File: src/hw/rtl/llvt_pkg.sv
// Shared types, constants and saturation helpers for the leg length VMC torque block.
package llvt_pkg;

   localparam int DATA_W   = 32;
   localparam int REG_W    = 31;
   localparam int NUM_REGS = 8;
   localparam int IDX_W    = 3;

   localparam logic [IDX_W-1:0] REG_KP    = 3'd0;
   localparam logic [IDX_W-1:0] REG_KI    = 3'd1;
   localparam logic [IDX_W-1:0] REG_KD    = 3'd2;
   localparam logic [IDX_W-1:0] REG_ILIM  = 3'd3;
   localparam logic [IDX_W-1:0] REG_FLIM  = 3'd4;
   localparam logic [IDX_W-1:0] REG_DT    = 3'd5;
   localparam logic [IDX_W-1:0] REG_RETR  = 3'd6;
   localparam logic [IDX_W-1:0] REG_RGAIN = 3'd7;

   localparam logic [REG_W-1:0] REG_RESET [NUM_REGS] = '{
      31'd39321600, 31'd6553600, 31'd7864320, 31'd3932160,
      31'd9830400, 31'd131, 31'd655360, 31'd3932160
   };

   typedef enum logic [1:0] {
      ST_IDLE,
      ST_LAUNCH,
      ST_WAIT,
      ST_OUT
   } llvt_state_type;

   typedef enum logic [3:0] {
      OP_KP_ERR,
      OP_KD_SPD,
      OP_RG_RATE,
      OP_KI_ERR,
      OP_IE_DT,
      OP_DIV_X,
      OP_DIV_Z,
      OP_DIV_T,
      OP_AX_RX,
      OP_TN_RZ,
      OP_AX_RZ,
      OP_TN_RX,
      OP_JXA_FX,
      OP_JZA_FZ,
      OP_JXB_FX,
      OP_JZB_FZ
   } llvt_op_type;

   localparam logic signed [DATA_W-1:0] S32_MAX = 32'sh7fff_ffff;
   localparam logic signed [DATA_W-1:0] S32_MIN = 32'sh8000_0000;

   function automatic logic signed [DATA_W-1:0] sat33(input logic signed [DATA_W:0] v);
      logic signed [DATA_W-1:0] r;
      if (v[DATA_W] != v[DATA_W-1]) begin
         r = v[DATA_W] ? S32_MIN : S32_MAX;
      end else begin
         r = v[DATA_W-1:0];
      end
      return r;
   endfunction

   function automatic logic signed [DATA_W-1:0] sat36(input logic signed [DATA_W+3:0] v);
      logic signed [DATA_W-1:0] r;
      if (v > 36'sh0_7fff_ffff) begin
         r = S32_MAX;
      end else if (v < -36'sh0_8000_0000) begin
         r = S32_MIN;
      end else begin
         r = v[DATA_W-1:0];
      end
      return r;
   endfunction

   function automatic logic signed [DATA_W-1:0] clamp_sym(
         input logic signed [DATA_W-1:0] v, input logic [REG_W-1:0] lim);
      logic signed [DATA_W-1:0] plim;
      logic signed [DATA_W-1:0] r;
      plim = $signed({1'b0, lim});
      if (v > plim) begin
         r = plim;
      end else if (v < -plim) begin
         r = -plim;
      end else begin
         r = v;
      end
      return r;
   endfunction

endpackage

File: src/hw/rtl/leg_length_vmc_torque.sv
// Top level: leg length virtual-model controller with Jacobian-transpose torque mapping.
// One request is worked on at a time by a sequencer driving a bit-serial multiplier
// and a restoring divider. A request takes 5 products, 3 quotients and 8 more
// products plus an accept and an output step; when leg_length is not positive it
// takes only the 5 products (no divisions, no torque products). The next request is
// taken as soon as the previous result sits in the output register; the integral is
// applied before its update.
module leg_length_vmc_torque
   import llvt_pkg::*;
#(
   parameter int FRAC_BITS = 16
) (
   input  logic                clock,
   input  logic                reset,
   input  logic                req_tvalid,
   output logic                req_tready,
   // leg_length, foot_x, foot_z, jac_xa, jac_xb, jac_za, jac_zb, target_length,
   // support_ff, angle_torque, leg_speed, target_rate (32 bits each, from bit 0 up)
   input  logic [383:0]        req_tdata,
   output logic                rsp_tvalid,
   input  logic                rsp_tready,
   // leg_force, torque_joint0, torque_joint1 (32 bits each, from bit 0 up)
   output logic [95:0]         rsp_tdata,
   // length_fault
   output logic                rsp_tuser,
   input  logic                csr_we,
   input  logic [IDX_W-1:0]    csr_index,
   input  logic [REG_W-1:0]    csr_wdata
);

   localparam logic signed [DATA_W-1:0] RETRACT_BAND =
      32'(((3 << FRAC_BITS) + 500) / 1000);
   localparam logic signed [DATA_W-1:0] RATE_BAND =
      32'(((5 << FRAC_BITS) + 500) / 1000);

   llvt_state_type state_ff, state_in;
   llvt_op_type    op_ff, op_in;

   logic [REG_W-1:0] cfg_ff [NUM_REGS];
   logic [383:0]     in_ff;
   logic signed [DATA_W-1:0] err_ff, integ_ff, axial_ff;
   logic signed [DATA_W-1:0] pa_ff, pb_ff, pc_ff, ie_ff;
   logic signed [DATA_W-1:0] rx_ff, rz_ff, tan_ff, fx_ff, fz_ff, t0_ff, t1_ff;
   logic fault_ff;

   logic        rsp_tvalid_ff;
   logic [95:0] rsp_tdata_ff;
   logic        rsp_tuser_ff;

   logic signed [DATA_W-1:0] len, fx_off, fz_off, jxa, jxb, jza, jzb;
   logic signed [DATA_W-1:0] support, ang_t, speed, rate;
   logic signed [DATA_W-1:0] req_len, req_target;
   logic signed [DATA_W:0]   req_diff;

   logic        mul_start, div_start, mul_done, div_done, is_div, unit_done;
   logic signed [DATA_W-1:0] mul_a, mul_b, mul_res, div_res, div_num;

   logic signed [DATA_W+3:0] sum;
   logic signed [DATA_W-1:0] axial_new, integ_new;

   assign len     = in_ff[31:0];
   assign fx_off  = in_ff[63:32];
   assign fz_off  = in_ff[95:64];
   assign jxa     = in_ff[127:96];
   assign jxb     = in_ff[159:128];
   assign jza     = in_ff[191:160];
   assign jzb     = in_ff[223:192];
   assign support = in_ff[287:256];
   assign ang_t   = in_ff[319:288];
   assign speed   = in_ff[351:320];
   assign rate    = in_ff[383:352];

   assign req_len    = req_tdata[31:0];
   assign req_target = req_tdata[255:224];
   assign req_diff   = {req_target[DATA_W-1], req_target} - {req_len[DATA_W-1], req_len};

   assign req_tready = (state_ff == ST_IDLE);
   assign is_div     = (op_ff == OP_DIV_X) || (op_ff == OP_DIV_Z) || (op_ff == OP_DIV_T);
   assign unit_done  = is_div ? div_done : mul_done;

   llvt_mul #(.FRAC_BITS(FRAC_BITS)) u_mul (
      .clock (clock), .reset (reset), .start (mul_start),
      .op_a (mul_a), .op_b (mul_b), .done (mul_done), .result (mul_res)
   );

   llvt_div #(.FRAC_BITS(FRAC_BITS)) u_div (
      .clock (clock), .reset (reset), .start (div_start),
      .num (div_num), .den (len), .done (div_done), .result (div_res)
   );

   // operand select per step
   always_comb begin
      mul_a   = '0;
      mul_b   = '0;
      div_num = '0;
      unique case (op_ff)
         OP_KP_ERR:  begin mul_a = $signed({1'b0, cfg_ff[REG_KP]});    mul_b = err_ff; end
         OP_KD_SPD:  begin mul_a = $signed({1'b0, cfg_ff[REG_KD]});    mul_b = speed;  end
         OP_RG_RATE: begin mul_a = $signed({1'b0, cfg_ff[REG_RGAIN]}); mul_b = rate;   end
         OP_KI_ERR:  begin mul_a = $signed({1'b0, cfg_ff[REG_KI]});    mul_b = err_ff; end
         OP_IE_DT:   begin mul_a = ie_ff; mul_b = $signed({1'b0, cfg_ff[REG_DT]}); end
         OP_DIV_X:   div_num = fx_off;
         OP_DIV_Z:   div_num = fz_off;
         OP_DIV_T:   div_num = ang_t;
         OP_AX_RX:   begin mul_a = axial_ff; mul_b = rx_ff; end
         OP_TN_RZ:   begin mul_a = tan_ff;   mul_b = rz_ff; end
         OP_AX_RZ:   begin mul_a = axial_ff; mul_b = rz_ff; end
         OP_TN_RX:   begin mul_a = tan_ff;   mul_b = rx_ff; end
         OP_JXA_FX:  begin mul_a = jxa; mul_b = fx_ff; end
         OP_JZA_FZ:  begin mul_a = jza; mul_b = fz_ff; end
         OP_JXB_FX:  begin mul_a = jxb; mul_b = fx_ff; end
         OP_JZB_FZ:  begin mul_a = jzb; mul_b = fz_ff; end
         default:    ;
      endcase
   end

   // axial force and integral update, formed when the last first-phase product lands
   always_comb begin
      sum = 36'(pa_ff) - 36'(pb_ff) + 36'(support) + 36'(integ_ff);
      if (err_ff < -RETRACT_BAND) begin
         sum = sum - $signed({5'b0, cfg_ff[REG_RETR]});
      end
      if (rate > RATE_BAND) begin
         sum = sum + 36'(pc_ff);
      end
      axial_new = clamp_sym(sat36(sum), cfg_ff[REG_FLIM]);
      integ_new = clamp_sym(sat33({integ_ff[DATA_W-1], integ_ff}
                                  + {mul_res[DATA_W-1], mul_res}), cfg_ff[REG_ILIM]);
   end

   always_ff @(posedge clock) begin
      if (reset) begin
         state_ff <= ST_IDLE;
         op_ff    <= OP_KP_ERR;
      end else begin
         state_ff <= state_in;
         op_ff    <= op_in;
      end
   end

   always_comb begin
      state_in  = state_ff;
      op_in     = op_ff;
      mul_start = 1'b0;
      div_start = 1'b0;
      unique case (state_ff)
         ST_IDLE: begin
            if (req_tvalid) begin
               state_in = ST_LAUNCH;
               op_in    = OP_KP_ERR;
            end
         end
         ST_LAUNCH: begin
            mul_start = !is_div;
            div_start = is_div;
            state_in  = ST_WAIT;
         end
         ST_WAIT: begin
            if (unit_done) begin
               if (op_ff == OP_JZB_FZ || (op_ff == OP_IE_DT && fault_ff)) begin
                  state_in = ST_OUT;
               end else begin
                  state_in = ST_LAUNCH;
                  op_in    = llvt_op_type'(op_ff + 4'd1);
               end
            end
         end
         ST_OUT: begin
            if (!rsp_tvalid_ff || rsp_tready) begin
               state_in = ST_IDLE;
            end
         end
         default: state_in = ST_IDLE;
      endcase
   end

   // configuration registers and integral state
   always_ff @(posedge clock) begin
      if (reset) begin
         for (int i = 0; i < NUM_REGS; i++) begin
            cfg_ff[i] <= REG_RESET[i];
         end
         integ_ff <= '0;
      end else begin
         if (csr_we) begin
            cfg_ff[csr_index] <= csr_wdata;
         end
         if (state_ff == ST_WAIT && mul_done && op_ff == OP_IE_DT) begin
            integ_ff <= integ_new;
         end
      end
   end

   // datapath: capture the request, then write back each step
   always_ff @(posedge clock) begin
      if (state_ff == ST_IDLE && req_tvalid) begin
         in_ff    <= req_tdata;
         err_ff   <= sat33(req_diff);
         fault_ff <= (req_len <= 0);
         t0_ff    <= '0;
         t1_ff    <= '0;
      end
      if (state_ff == ST_WAIT && unit_done) begin
         unique case (op_ff)
            OP_KP_ERR:  pa_ff <= mul_res;
            OP_KD_SPD:  pb_ff <= mul_res;
            OP_RG_RATE: pc_ff <= mul_res;
            OP_KI_ERR:  ie_ff <= mul_res;
            OP_IE_DT:   axial_ff <= axial_new;
            OP_DIV_X:   rx_ff <= div_res;
            OP_DIV_Z:   rz_ff <= div_res;
            OP_DIV_T:   tan_ff <= div_res;
            OP_AX_RX:   pa_ff <= mul_res;
            OP_TN_RZ:   fx_ff <= sat33({pa_ff[DATA_W-1], pa_ff} - {mul_res[DATA_W-1], mul_res});
            OP_AX_RZ:   pa_ff <= mul_res;
            OP_TN_RX:   fz_ff <= sat33({pa_ff[DATA_W-1], pa_ff} + {mul_res[DATA_W-1], mul_res});
            OP_JXA_FX:  pa_ff <= mul_res;
            OP_JZA_FZ:  t0_ff <= sat33({pa_ff[DATA_W-1], pa_ff} + {mul_res[DATA_W-1], mul_res});
            OP_JXB_FX:  pa_ff <= mul_res;
            OP_JZB_FZ:  t1_ff <= sat33({pa_ff[DATA_W-1], pa_ff} + {mul_res[DATA_W-1], mul_res});
            default:    ;
         endcase
      end
   end

   // output register
   always_ff @(posedge clock) begin
      if (reset) begin
         rsp_tvalid_ff <= 1'b0;
      end else if (state_ff == ST_OUT && (!rsp_tvalid_ff || rsp_tready)) begin
         rsp_tvalid_ff <= 1'b1;
      end else if (rsp_tready) begin
         rsp_tvalid_ff <= 1'b0;
      end
   end

   always_ff @(posedge clock) begin
      if (state_ff == ST_OUT && (!rsp_tvalid_ff || rsp_tready)) begin
         rsp_tdata_ff <= {t1_ff, t0_ff, axial_ff};
         rsp_tuser_ff <= fault_ff;
      end
   end

   assign rsp_tvalid = rsp_tvalid_ff;
   assign rsp_tdata  = rsp_tdata_ff;
   assign rsp_tuser  = rsp_tuser_ff;

   a_one_unit: assert property (@(posedge clock) disable iff (reset)
      !(mul_start && div_start))
      else $error("multiplier and divider started together");

   a_done_in_wait: assert property (@(posedge clock) disable iff (reset)
      (mul_done || div_done) |-> state_ff == ST_WAIT)
      else $error("unit finished outside the wait state");

   a_fault_zero: assert property (@(posedge clock) disable iff (reset)
      (rsp_tvalid && rsp_tuser) |-> rsp_tdata[95:32] == 64'd0)
      else $error("fault result carries nonzero torques");

   a_start_after_launch: assert property (@(posedge clock) disable iff (reset)
      (mul_start || div_start) |=> state_ff == ST_WAIT)
      else $error("unit start not followed by wait");

endmodule

File: src/hw/rtl/llvt_mul.sv
// Bit-serial signed fractional multiplier: floor shift by FRAC_BITS, saturated to 32 bits.
module llvt_mul
   import llvt_pkg::*;
#(
   parameter int FRAC_BITS = 16
) (
   input  logic                     clock,
   input  logic                     reset,
   input  logic                     start,
   input  logic signed [DATA_W-1:0] op_a,
   input  logic signed [DATA_W-1:0] op_b,
   output logic                     done,
   output logic signed [DATA_W-1:0] result
);

   localparam int HI_W = 2*DATA_W - FRAC_BITS - DATA_W + 1;

   logic [DATA_W-1:0]   mcand_ff;
   logic [2*DATA_W-1:0] prod_ff;
   logic                neg_ff;
   logic                busy_ff;
   logic                fin_ff;
   logic                done_ff;
   logic [4:0]          cnt_ff;
   logic signed [DATA_W-1:0] result_ff;

   logic [DATA_W:0]          sum_hi;
   logic signed [2*DATA_W-1:0] sprod;
   logic [HI_W-1:0]          top;

   assign sum_hi = {1'b0, prod_ff[2*DATA_W-1:DATA_W]}
                 + (prod_ff[0] ? {1'b0, mcand_ff} : {(DATA_W+1){1'b0}});
   assign sprod  = neg_ff ? -$signed(prod_ff) : $signed(prod_ff);
   assign top    = sprod[2*DATA_W-1:DATA_W+FRAC_BITS-1];

   always_ff @(posedge clock) begin
      if (reset) begin
         busy_ff <= 1'b0;
         fin_ff  <= 1'b0;
         done_ff <= 1'b0;
         cnt_ff  <= '0;
      end else begin
         fin_ff  <= !start && busy_ff && (cnt_ff == 5'd31);
         done_ff <= !start && !busy_ff && fin_ff;
         if (start) begin
            mcand_ff <= op_a[DATA_W-1] ? (~op_a + 1'b1) : op_a;
            prod_ff  <= {{DATA_W{1'b0}}, (op_b[DATA_W-1] ? (~op_b + 1'b1) : op_b)};
            neg_ff   <= op_a[DATA_W-1] ^ op_b[DATA_W-1];
            cnt_ff   <= '0;
            busy_ff  <= 1'b1;
         end else if (busy_ff) begin
            // add and shift one multiplier bit
            prod_ff <= {sum_hi, prod_ff[DATA_W-1:1]};
            cnt_ff  <= cnt_ff + 5'd1;
            if (cnt_ff == 5'd31) begin
               busy_ff <= 1'b0;
            end
         end else if (fin_ff) begin
            if (top != {HI_W{1'b0}} && top != {HI_W{1'b1}}) begin
               result_ff <= sprod[2*DATA_W-1] ? S32_MIN : S32_MAX;
            end else begin
               result_ff <= sprod[DATA_W+FRAC_BITS-1:FRAC_BITS];
            end
         end
      end
   end

   assign done   = done_ff;
   assign result = result_ff;

endmodule

File: src/hw/rtl/llvt_div.sv
// Restoring bit-serial divider: (a << FRAC_BITS) / d toward zero, d positive, saturated.
module llvt_div
   import llvt_pkg::*;
#(
   parameter int FRAC_BITS = 16
) (
   input  logic                     clock,
   input  logic                     reset,
   input  logic                     start,
   input  logic signed [DATA_W-1:0] num,
   input  logic signed [DATA_W-1:0] den,
   output logic                     done,
   output logic signed [DATA_W-1:0] result
);

   localparam int N  = DATA_W + FRAC_BITS;
   localparam int CW = $clog2(N);
   localparam logic [N-1:0] QPOS = {{(N-DATA_W){1'b0}}, 32'h7fff_ffff};
   localparam logic [N-1:0] QNEG = {{(N-DATA_W){1'b0}}, 32'h8000_0000};

   logic [N-1:0]      dv_ff;
   logic [N-1:0]      q_ff;
   logic [DATA_W-1:0] rem_ff;
   logic [DATA_W-1:0] den_ff;
   logic              neg_ff;
   logic              busy_ff;
   logic              fin_ff;
   logic              done_ff;
   logic [CW-1:0]     cnt_ff;
   logic signed [DATA_W-1:0] result_ff;

   logic [DATA_W:0] trial;
   logic            ge;
   logic [DATA_W:0] diff;

   assign trial = {rem_ff, dv_ff[N-1]};
   assign ge    = trial >= {1'b0, den_ff};
   assign diff  = trial - {1'b0, den_ff};

   always_ff @(posedge clock) begin
      if (reset) begin
         busy_ff <= 1'b0;
         fin_ff  <= 1'b0;
         done_ff <= 1'b0;
         cnt_ff  <= '0;
      end else begin
         fin_ff  <= !start && busy_ff && (cnt_ff == CW'(N-1));
         done_ff <= !start && !busy_ff && fin_ff;
         if (start) begin
            dv_ff   <= {(num[DATA_W-1] ? (~num + 1'b1) : num), {FRAC_BITS{1'b0}}};
            q_ff    <= '0;
            rem_ff  <= '0;
            den_ff  <= den;
            neg_ff  <= num[DATA_W-1];
            cnt_ff  <= '0;
            busy_ff <= 1'b1;
         end else if (busy_ff) begin
            // one quotient bit per cycle
            rem_ff <= ge ? diff[DATA_W-1:0] : trial[DATA_W-1:0];
            q_ff   <= {q_ff[N-2:0], ge};
            dv_ff  <= {dv_ff[N-2:0], 1'b0};
            cnt_ff <= cnt_ff + 1'b1;
            if (cnt_ff == CW'(N-1)) begin
               busy_ff <= 1'b0;
            end
         end else if (fin_ff) begin
            if (!neg_ff && q_ff > QPOS) begin
               result_ff <= S32_MAX;
            end else if (neg_ff && q_ff > QNEG) begin
               result_ff <= S32_MIN;
            end else if (neg_ff) begin
               result_ff <= -$signed(q_ff[DATA_W-1:0]);
            end else begin
               result_ff <= q_ff[DATA_W-1:0];
            end
         end
      end
   end

   assign done   = done_ff;
   assign result = result_ff;

endmodule

File: config.mk
export PLATFORM = sky130hd
export DESIGN_NAME = leg_length_vmc_torque
export DESIGN_NICKNAME = d
export VERILOG_FILES = /design/src/hw/rtl/llvt_pkg.sv /design/src/hw/rtl/leg_length_vmc_torque.sv /design/src/hw/rtl/llvt_mul.sv /design/src/hw/rtl/llvt_div.sv
export SDC_FILE = /design/constraint.sdc
export NUM_CORES = 2
export LEC_CHECK = 0
export ABC_CLOCK_PERIOD_IN_PS = 17030
export CORE_UTILIZATION = 40
export CTS_CLUSTER_DIAMETER = 200
export DETAILED_ROUTE_END_ITERATION = 16
export DONT_BUFFER_PORTS = 1
export RECOVER_POWER = 100
export SLEW_MARGIN = 20
export SYNTH_ARGS = -nofsm -noshare
export SYNTH_HDL_FRONTEND = slang
export SYNTH_HIERARCHICAL = 1
export SYNTH_SLANG_ARGS = --single-unit
export TNS_END_PERCENT = 100
File: constraint.sdc
create_clock -name clock -period 17.03 [get_ports clock]
set_clock_uncertainty 0.2 [all_clocks]
set_input_delay 1.703 -clock clock [delete_from_list [all_inputs] [get_ports clock]]
set_output_delay 1.703 -clock clock [all_outputs]
set_load 0.01 [all_outputs]
# --- Yosys cells after proc, flatten, opt, wreduce, memory -nomap -nowiden ---
# Memory sizes are Yosys's and may differ from the RTL's.
# Index checks and enable logic that the tools add are counted.
word_totals:
  regBits: 1275
  mem_bits_rw: 248
  in_bits: 423
  out_inout_bits: 99
  wordCells: 248
  n_memories: 1
mem_list:
  columns: ["memory", "depth", "word_bits", "rd", "rd_clocked_by_memory_dff", "wr", "line", "rtl"]
  rows:
  - ["cfg_ff", 8, 31, 8, 0, 8, "leg_length_vmc_torque.sv:39", "logic [REG_W-1:0] cfg_ff [NUM_REGS];"]
op_classes:
  add_sub_neg: 21
  n_lt_le_gt_ge: 12
  eq_ne: 29
  mux: 69
  bitwise: 9
  reduce_logical: 64
ops:
  columns: ["operator", "count"]
  rows:
  - ["$mux 32", 29]
  - ["$pmux 32 s11", 1]
  - ["$pmux 32 s8", 1]
  - ["$mux 48", 3]
  - ["$mux 64", 2]
  - ["$sub 32x32->33", 3]
  - ["$add 32x1->32 const B", 3]
  - ["$not 32->32", 3]
  - ["$pmux 32 s3", 1]
  - ["$mux 31", 3]
  - ["$mux 36", 2]
  - ["$add 32x32->33", 2]
  - ["$gt 32x32->1", 2]
  - ["$lt 32x32->1", 2]
  - ["$neg 31->32", 2]
  - ["$neg 64->64", 1]
  - ["$gt 48x31->1 const B", 1]
  - ["$gt 48x32->1 const B", 1]
  - ["$add 36x32->36", 1]
  - ["$gt 36x32->1 const B", 1]
  - ["$lt 36x32->1 const B", 1]
  - ["$sub 35x32->36", 1]
  - ["$add 34x32->35", 1]
  - ["$add 33x32->34", 1]
  - ["43 further kinds", 136]

# --- Longest topological paths before layout ---
depth:
  ltp_word: 13
  mapped_depth: 62
  depth_no_buf: 58

# --- By module ---
# The synthesis kept the hierarchy.
modules_own_cells:
  columns: ["mod", "n_inst", "cells_each", "area_each_um2"]
  rows:
  - ["leg_length_vmc_torque", 1, 5245, 61086.1]
  - ["llvt_div", 1, 984, 10401.2]
  - ["llvt_mul", 1, 948, 9297.7]

# --- Worst setup path before layout ---
# Ideal clock, no wire load.
synth_timing:
  path_kind: "register to register"
  start: "reg in_ff[258]"
  end: "reg axial_ff[15] (data pin)"
  setup_time_ns: 0.256
  arrival_ns: 11.351
  required_ns: 16.574
  slack_ns: 5.222
  path_stages_with_launch: 59
  path_buffers: 3
  cell_sequence: "edfxtp_1 -> fa_1 -> inv_1 -> fa_1 -> inv_1 -> ha_1 -> a211oi_1 -> o21bai_1 -> a21o_1 -> a21oi_1 -> nor2b_1 -> o21a_1 -> nor2_1 -> xnor2_1 -> ha_1 -> a21oi_1 -> o21ai_0 -> a221oi_1 -> [... 23 more ...] -> a21oi_1 -> ha_1 -> a21o_1 -> a21o_1 -> a21oi_1 -> nor2b_1 -> o21ai_0 -> nand2b_1 -> a21o_1 -> a21oi_1 -> o21ai_0 -> nor4b_1 -> a21o_1 -> a31o_1 -> mux2_4 -> buf_6 -> mux2_4 -> a22o_1"
synth_via:
  elab_chain_cells: 12
  elab_cells_between_ends: 14
  classes_between: "add/sub: 4; order compare: 4; mux: 6"
synth_lines:
  columns: ["element", "line", "rtl"]
  rows:
  - ["start: declaration", "leg_length_vmc_torque.sv:40", "logic [383:0] in_ff;"]
  - ["start signal: assignment", "leg_length_vmc_torque.sv:197", "in_ff <= req_tdata;"]
  - ["$add 33x32->34 (*)", "leg_length_vmc_torque.sv:119", "sum = 36'(pa_ff) - 36'(pb_ff) + 36'(support) + 36'(integ_ff);"]
  - ["$add 34x32->35 (*)", "leg_length_vmc_torque.sv:119", null]
  - ["$sub 35x32->36", "leg_length_vmc_torque.sv:121", "sum = sum - $signed({5'b0, cfg_ff[REG_RETR]});"]
  - ["$mux 36 (*)", "leg_length_vmc_torque.sv:120", "if (err_ff < -RETRACT_BAND) begin"]
  - ["$add 36x32->36", "leg_length_vmc_torque.sv:124", "sum = sum + 36'(pc_ff);"]
  - ["$mux 36 (*)", "leg_length_vmc_torque.sv:123", "if (rate > RATE_BAND) begin"]
  - ["$lt 36x32->1", "llvt_pkg.sv:66", "end else if (v < -36'sh0_8000_0000) begin"]
  - ["$mux 32", "llvt_pkg.sv:66", null]
  - ["$mux 32 (*)", "llvt_pkg.sv:64", "if (v > 36'sh0_7fff_ffff) begin"]
  - ["$lt 32x32->1", "llvt_pkg.sv:81", "end else if (v < -plim) begin"]
  - ["$mux 32", "llvt_pkg.sv:81", null]
  - ["$mux 31 (*)", "llvt_pkg.sv:79", "if (v > plim) begin"]
  - ["via axial_new[15]", "leg_length_vmc_torque.sv:59", "logic signed [DATA_W-1:0] axial_new, integ_new;"]
  - ["end signal: assignment", "leg_length_vmc_torque.sv:209", "OP_IE_DT: axial_ff <= axial_new;"]
  - ["end: declaration", "leg_length_vmc_torque.sv:41", "logic signed [DATA_W-1:0] err_ff, integ_ff, axial_ff;"]
# The timed path passes the listed nets; every way through them passes the cells marked *.
# A chain may end at the register's enable or synchronous reset.

# --- Final worst setup path ---
layout_timing:
  start: "reg in_ff[258]"
  end: "reg axial_ff[13] (data pin)"
# The elaborated chain is that of the path after synthesis.

==> impl_metrics.ini <==
[run_status]
status = finished with violations
violations = max-capacitance violations, max-slew violations

[floorplan]
fp.dieW_microns = 451
initial_utilization = 0.403
dieArea_sq_um = 204000
die_h_microns = 451
floorplan.rows = 164
coreArea_sq_um = 200000
top_level_ports = 522

[global_routing]
first_global_vias = 56469
grt-ovfl-total = 0
grt_antenna_before_repair = 63
wire_length_of_the_first_global_routing_pass_mm = 407
groute.usage.overall = 0.277
grt_start_max_net_pins = 173

[pwr]
p_leak_uw = 0.0331
power_density_nw_per_um2 = 117
total_power_uw = 10400
vdd.ir_drop.worst_uv = 141

[timing]
worst_pin_slew_ps = 5170
drv_slew = 2053
fmaxAchievable_mhz = 69.8
timing.slew.headroom = -2.45
setup-violations-final = 0
tns_ps = 0
min_period_over_period = 0.841
timing.final.hold_violations = 0
finalCriticalPeriod_ps = 14320
rsz0062_at_grt = false

[cts]
h-tree-depth = 4
tritoncts = built
root_cell_of_the_clock_tree = sky130_fd_sc_hd__clkbuf_16
clkLatencyLatePin_ps = 870
cts_repair_resize_count = 0
cts.clk_slew.worst_paths_ps = 60
clock_tree.buffer_depth = 3
numCtsBuffers = 168
postCtsHoldBufs = 0
postCtsSetupRepairBufs = 0
cts_sinks = 1476

[synth]
asyncSetResetFlopFracSynth = 0
synth_cell_types = 112
number_of_enable_type_register_cells_in_the_synthesized_netlist = 1356
synth_seq_cells = 1476
synth_area_leader_cell = sky130_fd_sc_hd__edfxtp_1
syn_avg_cell_area_sq_um = 11.3
postSynthNetCount = 8106
netlist_instances = 7177
mappedNetlistArea_sq_um = 80800
post_synth_top_flop = sky130_fd_sc_hd__edfxtp_1
post_synth_main_area_contributors = sky130_fd_sc_hd__edfxtp_1 50%, sky130_fd_sc_hd__ha_1 6.7%, sky130_fd_sc_hd__dfxtp_1 3.0%
synth_largest_type_area_fraction = 0.504
synth_seq_area_share = 0.534
synth-warning-count = 6

[setup_path]
cpMaxStageDelayCell = sky130_fd_sc_hd__clkbuf_1
critical_path_peak_fanout = 63
reg2reg_setup_slack_ps = 2710
end_kind = register
critPathRequiredTime_ps = 17390
reg2reg_to = axial_ff[13]
crit_path_end = axial_ff[13]
worstReg2RegStart = in_ff[258]
r2r_cells = 56
critical_path_class = register to register
timing.critical_path.arrival_ps = 14690
timing.critical_path.mode_cell = sky130_fd_sc_hd__a21oi_1
critical_path.max_stage_delay_ps = 860
worstSetupStartpoint = in_ff[258]
critPathLaunchType = register

[place]
placement.io_buffers = 0
gp_congestion = 0.977
dp.final_hpwl_mm = 215

[final_layout]
final_net_count = 8059
layout-area-overhead-vs-synth_pct = 10.9
commonest_non_fill_non_tap_cell_in_the_layout = sky130_fd_sc_hd__edfxtp_1
final_cell_mix = 1,356 x sky130_fd_sc_hd__edfxtp_1, 538 x sky130_fd_sc_hd__inv_1, 474 x sky130_fd_sc_hd__nor2_1
post_route_cells_drive_above_1_share = 0.0608

[drt]
postRouteAntennaNets = 0
avgViaCountPerCell = 5.99
drt_first_iter_violations = 7552
drt-wirelength-per-cell_microns = 29.0
finalWirelength_mm = 291
post_detailed_route_drc_marker_count = 0
via_count = 60165
drt-pass1-iter-count = 10

[worst_hold_path]
hold_path_class = register to register

[flow_run]
max_cap_violations = 51
==> final cells by class <==
class                      count  area [sq um]
timing repair buffer         100           508
sequential                  1476         43100
tap                         2656          3320
fill                       18760        111000
clock buffer                 194          4390
multi-input combinational   4842         34400
antenna                      112           280
inverter                     542          2040
clock inverter               117          1510
==> through the flow <==
step            util  worst slack [ps]  cell area [sq um]  hold WS [ps]  std cells
3_3_place_gp   0.419              3870              83800           203       9616
5_1_grt        0.447              1940              89400           218       9988
6_report       0.447              2710              89600           216      10039
4_1_cts        0.448              3580              89700           216       9927
3_5_place_dp   0.419              3660              83800           205       9616
2_1_floorplan      -              5220              80800           200       7177
==> worst min path at each step <==
stage | end | cells after the start | start | slack (ps)
floorplan | u_div/den_ff[0] | 0 | in_ff[0] | 200
global placement | u_div/den_ff[24] | 0 | in_ff[24] | 200
detailed placement | u_div/den_ff[1] | 0 | in_ff[1] | 200
CTS | u_div/den_ff[18] | 0 | in_ff[18] | 220
global route | u_div/den_ff[18] | 0 | in_ff[18] | 220
finish | u_div/den_ff[18] | 0 | in_ff[18] | 220
==> per-layer routing <==
layer,wire (microns),track usage,share of wire
met3,28600,0.0693,0.098
met4,17900,0.169,0.061
met5,274,0,0.00094
met1,111000,0.343,0.38
met2,133000,0.435,0.46
==> critical path: cells and delay by family (launching register included) <==
family                   cells  cell delay (ps)
AO/OA/AOI/OAI               33             7100
XOR/XNOR                     3              370
adder cells (fa/ha/maj)      6             2480
buffers and inverters        3              970
flip-flops                   1              400
multiplexers                 4             1730
AND/OR/NAND/NOR              7              790
==> cell usage after synthesis, types with 84 or more instances <==
master,count
sky130_fd_sc_hd__clkbuf_1,277
sky130_fd_sc_hd__nand2_1,357
sky130_fd_sc_hd__nand3_1,153
sky130_fd_sc_hd__xor2_1,184
sky130_fd_sc_hd__nor2b_1,106
sky130_fd_sc_hd__inv_1,539
sky130_fd_sc_hd__dfxtp_1,120
sky130_fd_sc_hd__a21oi_1,456
sky130_fd_sc_hd__ha_1,433
sky130_fd_sc_hd__edfxtp_1,1356
sky130_fd_sc_hd__a22oi_1,84
sky130_fd_sc_hd__o21ai_0,347
sky130_fd_sc_hd__xnor2_1,242
sky130_fd_sc_hd__nor3_1,103
sky130_fd_sc_hd__nand2b_1,90
sky130_fd_sc_hd__a222oi_1,126
sky130_fd_sc_hd__and2_1,273
sky130_fd_sc_hd__nor2_1,480
sky130_fd_sc_hd__a21o_1,130
==> registers in the layout, summed over array words and instances, names as in the netlist, 48 cells and up <==
register / count
rsp_tdata: 96
u_div/q_ff: 48
cfg_ff: 248
in_ff: 352
u_mul/prod_ff: 64
==> report_power, final <==
part           switching (uW)  internal, uW  leakage (uW)
sequential                111          4170        0.0135
clock                    1650          2210       0.00283
combinational            1430           875        0.0167
total                    3190          7250        0.0331
==> cells by family (layout without fill, tap and decap cells) <==
family,after synthesis,count (layout),share of synthesized area
simple gates,1986,1986,0.127
fa+ha+maj,520,520,0.0869
buf+inv,859,953,0.0410
xor+xnor,426,426,0.0462
compound gates,1822,1822,0.153
other cells,0,112,0
flops,1476,1476,0.534
mux,88,88,0.0118
(Power assumes the default switching activity.)
